==> src/rtl/bdpc_pkg.sv <==
// ----------------------------------------------------------------------------
// bdpc_pkg
// Types and constants shared by the button debounce and press classifier.
// ----------------------------------------------------------------------------
`default_nettype none

package bdpc_pkg;

    // configuration register indexes
    localparam int unsigned CFG_IDX_W = 2;
    localparam int unsigned CFG_DATA_W = 16;
    localparam logic [CFG_IDX_W-1:0] CFG_ACTIVE_HIGH = 2'd0;
    localparam logic [CFG_IDX_W-1:0] CFG_TOGGLE_MODE = 2'd1;
    localparam logic [CFG_IDX_W-1:0] CFG_DEBOUNCE = 2'd2;
    localparam logic [CFG_IDX_W-1:0] CFG_LONG_PRESS = 2'd3;

    // counter widths and saturation limits
    localparam int unsigned TSC_W = 8;
    localparam int unsigned HOLD_W = 17;
    localparam int unsigned LPT_W = 16;
    localparam logic [TSC_W-1:0] TSC_MAX = '1;
    localparam logic [HOLD_W-1:0] HOLD_MAX = '1;

    // register reset values
    localparam logic RST_ACTIVE_HIGH = 1'b1;
    localparam logic RST_TOGGLE_MODE = 1'b0;
    localparam logic [TSC_W-1:0] RST_DEBOUNCE = 8'd50;
    localparam logic [LPT_W-1:0] RST_LONG_PRESS = 16'd1000;

    typedef struct packed {
        logic             active_high;
        logic             toggle_mode;
        logic [TSC_W-1:0] debounce_ticks;
        logic [LPT_W-1:0] long_press_ticks;
    } t_cfg;

    typedef struct packed {
        logic              debounced_pressed;
        logic              toggle_on;
        logic [TSC_W-1:0]  ticks_since_change;
        logic [HOLD_W-1:0] hold_ticks;
        logic              hold_active;
    } t_state;

    typedef struct packed {
        logic button_out;
        logic press_event;
        logic release_event;
        logic short_press;
        logic long_press;
    } t_result;

endpackage

`default_nettype wire

==> src/rtl/bdpc_in_if.sv <==
// ----------------------------------------------------------------------------
// bdpc_in_if
// Sample channel: one raw pin level per tick, valid/ready handshake.
// ----------------------------------------------------------------------------
`default_nettype none

interface bdpc_in_if;
    logic valid;
    logic ready;
    logic pin_level;

    modport source (output valid, output pin_level, input ready);
    modport sink (input valid, input pin_level, output ready);
endinterface

`default_nettype wire

==> src/rtl/bdpc_out_if.sv <==
// ----------------------------------------------------------------------------
// bdpc_out_if
// Result channel: debounced level and event pulses, valid/ready handshake.
// ----------------------------------------------------------------------------
`default_nettype none

interface bdpc_out_if;
    logic valid;
    logic ready;
    logic button_out;
    logic press_event;
    logic release_event;
    logic short_press;
    logic long_press;

    modport source (
        output valid, output button_out, output press_event, output release_event,
        output short_press, output long_press, input ready
    );
    modport sink (
        input valid, input button_out, input press_event, input release_event,
        input short_press, input long_press, output ready
    );
endinterface

`default_nettype wire

==> src/rtl/bdpc_core.sv <==
// ----------------------------------------------------------------------------
// bdpc_core
// Next-state and result logic for one tick of the debouncer and classifier.
// ----------------------------------------------------------------------------
`default_nettype none

module bdpc_core (
    input  wire logic              i_pin_level,
    input  wire bdpc_pkg::t_cfg    i_cfg,
    input  wire bdpc_pkg::t_state  i_state,
    output bdpc_pkg::t_state       o_state,
    output bdpc_pkg::t_result      o_result
);
    import bdpc_pkg::*;

    logic              cur;
    logic              press_mode;
    logic              change;
    logic              held;
    logic [TSC_W-1:0]  tsc;
    logic [HOLD_W-1:0] ht;
    logic [HOLD_W-1:0] lpt_ext;

    // tick update, long press test, then accepted level change
    always_comb begin
        cur        = i_cfg.active_high ? i_pin_level : ~i_pin_level;
        press_mode = ~i_cfg.toggle_mode;
        lpt_ext    = {1'b0, i_cfg.long_press_ticks};
        o_result   = '0;

        // saturating counters
        tsc  = (i_state.ticks_since_change < TSC_MAX) ?
               i_state.ticks_since_change + TSC_W'(1) : i_state.ticks_since_change;
        held = i_state.hold_active & press_mode;
        ht   = (held && i_state.hold_ticks < HOLD_MAX) ?
               i_state.hold_ticks + HOLD_W'(1) : i_state.hold_ticks;

        // long press fires once when the hold passes the limit
        if (held && ht > lpt_ext) begin
            o_result.long_press = 1'b1;
            held = 1'b0;
        end

        o_state                   = i_state;
        o_state.ticks_since_change = tsc;
        o_state.hold_ticks        = ht;

        change = (cur != i_state.debounced_pressed) && (tsc >= i_cfg.debounce_ticks);
        if (change) begin
            o_state.ticks_since_change = '0;
            o_state.debounced_pressed  = cur;
            if (cur) begin
                if (press_mode) begin
                    o_result.press_event = 1'b1;
                    held                 = 1'b1;
                    o_state.hold_ticks   = '0;
                end else begin
                    o_state.toggle_on = ~i_state.toggle_on;
                end
            end else begin
                if (press_mode) begin
                    o_result.release_event = 1'b1;
                    o_result.short_press   = held && (ht < lpt_ext);
                end
                held = 1'b0;
            end
        end
        o_state.hold_active = held;

        o_result.button_out = press_mode ? o_state.debounced_pressed : o_state.toggle_on;
    end

endmodule

`default_nettype wire

==> src/rtl/button_debounce_press_classifier_top.sv <==
// ----------------------------------------------------------------------------
// button_debounce_press_classifier_top
// Debounces a sampled button pin and classifies presses as short or long,
// or flips a toggle state on each accepted press.
// ----------------------------------------------------------------------------
//  channel   direction  payload                                    handshake
//  i_in      sink       pin_level                                  valid/ready
//  o_out     source     button_out, press/release, short/long      valid/ready
//  i_cfg_*   write      register index and data                    write enable
//
//  state and result registers update on the same edge the sample is taken, so
//  a new sample is taken every cycle while the result register is not stalled.
//  a sample is taken whenever the result register is empty or being emptied.
//  a stalled result holds; reset returns registers and state to reset values.
// ----------------------------------------------------------------------------
`default_nettype none

module button_debounce_press_classifier_top (
    input  wire logic                           i_clk,
    input  wire logic                           i_rst_n,
    bdpc_in_if.sink                             i_in,
    bdpc_out_if.source                          o_out,
    input  wire logic                           i_cfg_we,
    input  wire logic [bdpc_pkg::CFG_IDX_W-1:0] i_cfg_idx,
    input  wire logic [bdpc_pkg::CFG_DATA_W-1:0] i_cfg_data
);
    import bdpc_pkg::*;

    t_cfg    r_cfg;
    t_state  r_state;
    t_state  n_state;
    t_result r_result;
    t_result n_result;
    logic    r_out_valid;
    logic    in_take;

    // configuration registers
    always_ff @(posedge i_clk) begin
        if (!i_rst_n) begin
            r_cfg.active_high      <= RST_ACTIVE_HIGH;
            r_cfg.toggle_mode      <= RST_TOGGLE_MODE;
            r_cfg.debounce_ticks   <= RST_DEBOUNCE;
            r_cfg.long_press_ticks <= RST_LONG_PRESS;
        end else if (i_cfg_we) begin
            case (i_cfg_idx)
                CFG_ACTIVE_HIGH: r_cfg.active_high      <= i_cfg_data[0];
                CFG_TOGGLE_MODE: r_cfg.toggle_mode      <= i_cfg_data[0];
                CFG_DEBOUNCE:    r_cfg.debounce_ticks   <= i_cfg_data[TSC_W-1:0];
                CFG_LONG_PRESS:  r_cfg.long_press_ticks <= i_cfg_data[LPT_W-1:0];
                default: ;
            endcase
        end
    end

    // input handshake
    assign i_in.ready = ~r_out_valid | o_out.ready;
    assign in_take    = i_in.valid & i_in.ready;

    // per-tick logic
    bdpc_core u_core (
        .i_pin_level (i_in.pin_level),
        .i_cfg       (r_cfg),
        .i_state     (r_state),
        .o_state     (n_state),
        .o_result    (n_result)
    );

    // state registers
    always_ff @(posedge i_clk) begin
        if (!i_rst_n) begin
            r_state <= '0;
        end else if (in_take) begin
            r_state <= n_state;
        end
    end

    // result register
    always_ff @(posedge i_clk) begin
        if (!i_rst_n) begin
            r_out_valid <= 1'b0;
        end else if (in_take) begin
            r_out_valid <= 1'b1;
        end else if (o_out.ready) begin
            r_out_valid <= 1'b0;
        end
    end

    always_ff @(posedge i_clk) begin
        if (in_take) begin
            r_result <= n_result;
        end
    end

    assign o_out.valid         = r_out_valid;
    assign o_out.button_out    = r_result.button_out;
    assign o_out.press_event   = r_result.press_event;
    assign o_out.release_event = r_result.release_event;
    assign o_out.short_press   = r_result.short_press;
    assign o_out.long_press    = r_result.long_press;

endmodule

`default_nettype wire

==> src/flat_wrapper.sv <==
// flat-port wrapper written by rule: the top's interface ports become plain ports
module button_debounce_press_classifier_top_flat import bdpc_pkg::*;
  (i_clk, i_rst_n, i_cfg_we, i_cfg_idx, i_cfg_data, i_in_valid, i_in_pin_level, i_in_ready, o_out_valid, o_out_button_out, o_out_press_event, o_out_release_event, o_out_short_press, o_out_long_press, o_out_ready);
  bdpc_in_if i_in_i ();
  bdpc_out_if o_out_i ();
  input  wire logic i_clk;
  input  wire logic i_rst_n;
  input  wire logic i_cfg_we;
  input  wire logic [bdpc_pkg::CFG_IDX_W-1:0] i_cfg_idx;
  input  wire logic [bdpc_pkg::CFG_DATA_W-1:0] i_cfg_data;
  input wire logic [$bits(i_in_i.valid)-1:0] i_in_valid;
  input wire logic [$bits(i_in_i.pin_level)-1:0] i_in_pin_level;
  output wire logic [$bits(i_in_i.ready)-1:0] i_in_ready;
  output wire logic [$bits(o_out_i.valid)-1:0] o_out_valid;
  output wire logic [$bits(o_out_i.button_out)-1:0] o_out_button_out;
  output wire logic [$bits(o_out_i.press_event)-1:0] o_out_press_event;
  output wire logic [$bits(o_out_i.release_event)-1:0] o_out_release_event;
  output wire logic [$bits(o_out_i.short_press)-1:0] o_out_short_press;
  output wire logic [$bits(o_out_i.long_press)-1:0] o_out_long_press;
  input wire logic [$bits(o_out_i.ready)-1:0] o_out_ready;
  assign i_in_i.valid = i_in_valid;
  assign i_in_i.pin_level = i_in_pin_level;
  assign i_in_ready = i_in_i.ready;
  assign o_out_valid = o_out_i.valid;
  assign o_out_button_out = o_out_i.button_out;
  assign o_out_press_event = o_out_i.press_event;
  assign o_out_release_event = o_out_i.release_event;
  assign o_out_short_press = o_out_i.short_press;
  assign o_out_long_press = o_out_i.long_press;
  assign o_out_i.ready = o_out_ready;
  button_debounce_press_classifier_top u_core (.i_clk(i_clk), .i_rst_n(i_rst_n), .i_in(i_in_i), .o_out(o_out_i), .i_cfg_we(i_cfg_we), .i_cfg_idx(i_cfg_idx), .i_cfg_data(i_cfg_data));
endmodule
==> config.mk <==
export PLATFORM = sky130hd
export DESIGN_NAME = button_debounce_press_classifier_top_flat
export DESIGN_NICKNAME = d
export VERILOG_FILES = /design/src/rtl/bdpc_pkg.sv /design/src/rtl/bdpc_in_if.sv /design/src/rtl/bdpc_out_if.sv /design/src/rtl/bdpc_core.sv /design/src/rtl/button_debounce_press_classifier_top.sv /design/src/flat_wrapper.sv
export SDC_FILE = /design/constraint.sdc
export NUM_CORES = 1
export LEC_CHECK = 0
export BUFFER_PORTS_ARGS = -buffer_cell sky130_fd_sc_hd__clkbuf_2
export CORE_MARGIN = 5
export CORE_UTILIZATION = 45
export DETAILED_ROUTE_END_ITERATION = 7
export SLEW_MARGIN = 20
export SYNTH_ARGS = -nofsm -noshare
export SYNTH_HDL_FRONTEND = slang
export SYNTH_SLANG_ARGS = --single-unit
==> constraint.sdc <==
create_clock -name i_clk -period 8.9 [get_ports i_clk]
set_clock_uncertainty 0.2 [all_clocks]
set_input_delay 0.89 -clock i_clk [delete_from_list [all_inputs] [get_ports i_clk]]
set_output_delay 0.89 -clock i_clk [all_outputs]
set_load 0.05 [all_outputs]
==> run metrics, run 1 <==
die height=98.5 um; Antenna Nets Post-Route=0; Hold Slack=0.254 ns; die width=98.5 um; Nets=496; clk_lat worst skew=0.35 ns; die area=0.00971 mm^2; postcts setup bufs=0; vias per cell=5.50; YS warnings=0; Slew Limit Fails=0; CP Capture Type=flop; sequential-to-total area share from yosys stat=35.5%; achievable frequency=261 MHz; vias after detailed routing=3041; status=complete, no violations; Leak=1.68 nW; share of cells above drive strength 1=14.6%; CTS Buffer Depth=2; Ant. Diodes=0; r2r setup slk=5.07 ns; RSZ-0062 raised after global routing=false; post-cts sizing count=0; syn_nets=469; WP data arrival=3.90 ns; post-layout util=51.4%; Synth Instances=419; DR pass1 iterations=4; max capacitance violation total=0; final hold vios=0; Hold WC Path Type=flop to flop; crit path kind=flop to flop; Reg clk slew, reported paths=0.07 ns; hold path endpoint=u_core.r_cfg[1]; H-tree Lvls=3; Synth top area share=31.2%; ordered cell list for the critical path=ha_1 > and2_1 > nand3_1 > a21oi_1 > ha_1 > a21oi_1 > o21ai_0 > a41oi_2 > o21a_1 > nand2_1 > o221ai_1; Async SR Flop Fraction=0%; worst hold path startpoint=u_core.r_cfg[1]; initial drt markers=104; global-route wire length before repair=14300 um; TritonCTS clock tree=built; Cell Area, Synth=0.00353 mm^2; worst-path maximum fanout=21; slowest stage delay, CP=0.71 ns; Rows=32; Synth-to-Final Area Change=12.2%; highest-delay cell along the critical path=o21a_1; GR Overflow Total=0; ys flop type=dfxtp_1; Post-CTS Hold Buffers=0; Total GRT Usage=18.3%; Final setup viols=0; minimum clock period=3.83 ns; IO buf count=30; initial antenna violation count=0; CORE AREA=0.00769 mm^2; Worst R2R Start=u_core.r_state[18]; Pwr Density=154 mW/mm^2; Placed Instances=537; final WL=8370 um; drt wl/cell=15.1 um; Crit Reg-Reg Endpoint=u_core.r_state[13]; DP HPWL=6190 um; startpoint types=flop; CTS Buf Count=9; cell taking the most area after synthesis=dfxtp_1; Worst Path Required=8.97 ns; worst slew pin tran=0.754 ns; Hold Path Depth=2; final setup TNS=0 ns; Ports=31; synth top area cells=dfxtp_1, ha_1, nand2_1; Seq cells post-synth=60; clock sinks=60; Non-Filler Instances=553; syn avg cell area=8.41 um^2; R2R depth=11; vias in the first global route=2924; Cell variety after synth=63; Rel. slew slack=49.7%; Routability Congestion=0.800; CTS root buffer=clkbuf_8; EDFF count, synth=5; Peak VDD IR=0.0794 mV; final cycle utilization of the critical path=43.1%; initial core utilization=45.9%; # fillers=773; largest net degree at the start of global routing=33; Residual DRC=0
==> worst max path at each step <==
stage,from,endpoint,cells after the start
final,u_core.r_state[18],u_core.r_state[13],11
after global placement,u_core.r_state[18],u_core.r_state[13],11
after detailed placement,u_core.r_state[18],u_core.r_state[13],12
after floorplan,u_core.r_state[8],u_core.o_out.long_press,12
after CTS,u_core.r_state[18],u_core.r_state[13],11
after global routing,u_core.r_state[18],u_core.r_state[13],11
==> worst max-delay path: cells and delay by family (launching register included) <==
family	cells	cell delay, ns
AO/OA/AOI/OAI	6	1.96
adder cells (fa/ha/maj)	2	0.46
flip-flops	1	0.38
AND/OR/NAND/NOR	3	0.74
==> registers in the layout (all words and copies together), names as in the netlist <==
signal,count
u_core.o_out.press_event,1
u_core.r_cfg,26
u_core.o_out.long_press,1
u_core.o_out.button_out,1
u_core.r_state,28
u_core.o_out.valid,1
u_core.o_out.short_press,1
u_core.o_out.release_event,1
==> metrics by stage <==
step           power, W  worst slack [ns]  area (um^2)
2_1_floorplan  0.000325              5.71         3530
3_3_place_gp   0.000341              5.19         3740
3_5_place_dp   0.000342              5.12         3740
4_1_cts        0.000616              5.04         3960
5_1_grt        0.000634              4.68         3960
6_report       0.000611              5.07         3960
==> kinds of logic (layout without fill, tap and decap cells) <==
kind of cell             after synthesis  after routing  synth area share, %
buffers and inverters                 48             80                 5.68
AO/OA/AOI/OAI                         95             95                 17.8
multiplexers                          11             11                 3.19
flip-flops                            60             60                 35.5
adder cells (fa/ha/maj)               26             26                 9.23
XOR/XNOR                              19             19                 4.93
AND/OR/NAND/NOR                      160            160                 23.7
==> cell usage in the layout (no fill, tap or decap), drive strengths merged, types with 2 or more instances in the layout <==
master  netlist  final
a211oi        2      2
a21o          5      5
a21oi        35     35
a31oi        10     10
a32o          6      6
and3          8      8
and4          2      2
buf           6      2
bufinv        0      2
clkbuf       10     41
clkinv        0      3
dfxtp        55     55
edfxtp        5      5
ha           26     26
inv          32     32
mux2          2      2
mux2i         9      9
nand2        62     62
nand2b        4      4
nand3        27     27
nand3b        4      4
nand4         8      8
nor2         20     20
nor2b         4      4
nor3          8      8
nor4          5      5
o211ai        6      6
o21a          4      4
o21ai        12     12
o22ai         3      3
o31ai         2      2
o32ai         2      2
or3           2      2
xnor2        12     12
xor2          7      7
==> synthesized netlist by cell type (5+ instances only) <==
cell type,n
a21o_1,5
a21oi_1,34
a31oi_1,10
a32o_1,6
and3_1,6
clkbuf_1,9
dfxtp_1,55
edfxtp_1,5
ha_1,26
inv_1,31
mux2i_1,9
nand2_1,62
nand3_1,25
nand4_1,7
nor2_1,19
nor3_1,8
o211ai_1,6
o21ai_0,12
xnor2_1,12
xor2_1,6
==> area by class of cell <==
class	count	area, um^2	share of cell area [%]
Multi-Input combinational cell	311	2070	52.5
Sequential cell	60	1250	31.6
Timing Repair Buffer	32	165	4.18
Clock buffer	11	141	3.57
Tap cell	102	128	3.23
Inverter	32	120	3.04
Clock inverter	5	75.1	1.90
==> where the power goes <==
group          internal, W  switching, W   total, W
registers         0.000278    0.00000336   0.000282
logic            0.0000175     0.0000359  0.0000535
clock network     0.000164      0.000112   0.000276
total             0.000460      0.000151   0.000611
==> layer usage <==
metal | share of wire, % | up-vias | global-route usage, % | wire length (um)
met4 | 1.9 | 0 | 7.98 | 163
met2 | 44 | 48 | 27.5 | 3720
met5 | 0 | - | 0 | 0
met3 | 3.1 | 15 | 3.33 | 263
li1 | - | 1557 | - | -
met1 | 50 | 1421 | 25.8 | 4220
(Power assumes the default switching activity.)
==> run 2, diff against run 1 <==
- PLACE_DENSITY: default -> 0.65
- clock period: 8.9 -> 3.1 ns (I/O delays scaled with it)
==> run 2 against run 1 <==
The flow now finishes with violations (negative setup slack). Register-to-register slack worse by 5.2 ns. Core utilization up 12 points. Hold slack worse by 0.24 ns. Count of clock-buffer cells in the layout unchanged. First-iteration DRC count rose to 2.6 times the previous value. Critical endpoint is now u_core.o_out.long_press. Highest routed layer unchanged.
==> run metrics, run 2 (synthesis gave the netlist of run 1 again) <==
status=finished with violations; failing checks=negative setup slack; Worst Path Required=3.00 ns (-5.97 ns); drt wl/cell=15.7 um (+3.5%); max capacitance violation total=0 (unchanged); CP Capture Type=flop; Crit Reg-Reg Endpoint=u_core.o_out.long_press; # fillers=644 (-17%); Pwr Density=348 mW/mm^2 (+130%); vias after detailed routing=3475 (+14%); slowest stage delay, CP=0.36 ns (-0.35 ns); Rows=32 (unchanged); biggest regs=u_core.r_state (28), u_core.r_cfg (26); crit path kind=flop to flop; vias in the first global route=3452 (+18%); area of the multi-input gates=0.00241 mm^2 (+16%); initial antenna violation count=0 (unchanged); Synth-to-Final Area Change=39.4%; Most flops, register=u_core.r_state; Reg clk slew, reported paths=0.08 ns (about the same); met3 routed WL=401 um (+52%); RSZ-0062 raised after global routing=true; R2R depth=15 (+4); Slew Limit Fails=0 (unchanged); Final setup viols=2 (+2); Rel. slew slack=50.4% (+0.73 points); Metal-1 WL=4310 um (+2.2%); global-route wire length before repair=16100 um (+13%); vias per cell=5.54 (+0.79%); Peak VDD IR=0.283 mV (+260%); worst slew pin tran=0.743 ns (-0.0110 ns); TritonCTS clock tree=built; die height=98.5 um (unchanged); GR Overflow Total=0 (unchanged); CTS root buffer=clkbuf_8; ordered cell list for the critical path=nand3_4 > nor4_4 > buf_6 > nor4_4 > buf_4 > buf_4 > xor2_2 > ha_1 > a21o_1 > nand3_2 > a21oi_2 > o31ai_2 > buf_4 > a21oi_4 > o21a_1; WL met2=4910 um (+32%); Post-DP Area=0.00415 mm^2 (+11%); Hold WC Path Type=input pin to flop; DR pass1 iterations=5 (+1); Routability Congestion=0.848 (+6.0%); Total GRT Usage=20.3% (+1.9 points); WP data arrival=3.12 ns (-0.78 ns); worst-path maximum fanout=5 (-76%); CTS Buf Count=9 (unchanged); CORE AREA=0.00769 mm^2 (unchanged); Antenna Nets Post-Route=0 (unchanged); clk_lat worst skew=0.35 ns (about the same); initial core utilization=45.9% (unchanged); Hold Path Depth=3 (+1); worst hold path startpoint=i_cfg_data[7]; startpoint types=flop; largest net degree at the start of global routing=23 (-30%); final cycle utilization of the critical path=104% (+61 points); sequential cell area=0.00127 mm^2 (+1.6%); final WL=9820 um (+17%); clock sinks=60 (unchanged); hold path endpoint=u_core.r_cfg[7]; final hold vios=0 (unchanged); die width=98.5 um (unchanged); CTS Buffer Depth=2 (unchanged); Ant. Diodes=0 (unchanged); share of cells above drive strength 1=34.7% (+20 points); die area=0.00971 mm^2 (unchanged); design area=0.00491 mm^2 (+24%); r2r setup slk=-0.12 ns (-5.19 ns); IO buf count=30 (unchanged); most frequent cells in the layout=nand2_1, buf_4, dfxtp_1, inv_1, a21oi_1; Top Metal Used=met4; DP HPWL=6750 um (+8.9%); highest-delay cell along the critical path=dfxtp_2; achievable frequency=311 MHz (+19%); Overall Power=0.00171 W (+180%); Leak=2.10 nW (+25%); H-tree Lvls=3 (unchanged); most frequent CP cell=buf_4; Residual DRC=0 (unchanged); Worst R2R Start=u_core.r_state[9]; initial drt markers=275 (+160%); minimum clock period=3.22 ns (-0.613 ns); max reg flops=28 (unchanged); Nets=570 (+15%); Ports=31 (unchanged); worst setup margin=-0.120 ns (-5.19 ns)
==> run 2: cell count changes in the layout (fill, tap and decap cells not counted), moves of 3 or more <==
cell	previous run	this run
buf_4	2	60
nor3_2	0	3
ha_4	0	6
nor4_4	1	5
nor4_1	3	0
nand3_4	1	4
nand3_1	25	20
dlygate4sd3_1	0	12
a21oi_1	34	31
dfxtp_2	0	10
nor3_1	8	5
o21ai_0	12	8
dfxtp_1	55	43
ha_1	26	18
==> run 2: cell type report <==
| type | instances | area share, % |
|---|---|---|
| tap | 102 | 2.60 |
| inverter | 32 | 2.44 |
| clock buffer | 11 | 3.31 |
| clock inverter | 5 | 0.688 |
| sequential | 60 | 25.9 |
| multi-input combinational | 311 | 49.0 |
| timing repair buffer | 106 | 16.0 |
==> run 2: report_power, final <==
part | internal [W] | switching [W]
Combinational | 0.0000824 | 0.000123
Clock | 0.000359 | 0.000341
Sequential | 0.000797 | 0.00000787
Total | 0.00124 | 0.000472
==> run 2: per-stage QoR <==
step | utilization, % | std cells | setup slack, ns | hold slack, ns | setup TNS (ns)
4_1_cts | 60.5 | 621 | -0.0342 | 0.00878 | -0.0342
5_1_grt | 63.9 | 627 | -0.234 | 0.0124 | -0.633
2_1_floorplan | - | 419 | 0.0299 | 0.236 | 0
6_report | 63.9 | 627 | -0.120 | 0.0113 | -0.199
3_5_place_dp | 54.0 | 589 | -0.494 | 0.247 | -2.00
3_3_place_gp | 54.0 | 589 | -0.420 | 0.245 | -1.35
==> run 2: worst max-delay path by stage <==
stage,startpoint,endpoint,slack (ns),depth (start not counted)
floorplan,u_core.r_state[14],u_core.o_out.long_press,0.03,12
global placement,u_core.r_state[0],u_core.o_out.long_press,-0.42,11
detailed placement,u_core.r_state[0],u_core.o_out.long_press,-0.49,11
CTS,u_core.r_state[16],u_core.o_out.long_press,-0.03,14
global route,u_core.r_state[2],u_core.o_out.long_press,-0.23,15
finish,u_core.r_state[9],u_core.o_out.long_press,-0.12,15
==> run 2: worst max-delay path: cells and delay by family, from the launching register on <==
kind,cells,cell delay [ns]
AO/OA/AOI/OAI,5,0.77
buffers and inverters,4,0.65
flip-flops,1,0.36
adder cells (fa/ha/maj),1,0.29
AND/OR/NAND/NOR,4,0.55
XOR/XNOR,1,0.15
==> run 2: repair_timing <==
item,in CTS,in global routing
hold buffers,12,0
gates cloned,0,1
resized for setup,33,35
endpoints found under the setup margin,22,33
pin swaps,14,20
buffers inserted,4,6
hold endpoints to repair,12,0
==> run 2: per-layer routing <==
metal,track usage [%],vias to the layer above
met2,34.1,103
met5,0,-
li1,-,1704
met3,3.61,21
met4,8.61,0
met1,25.5,1647
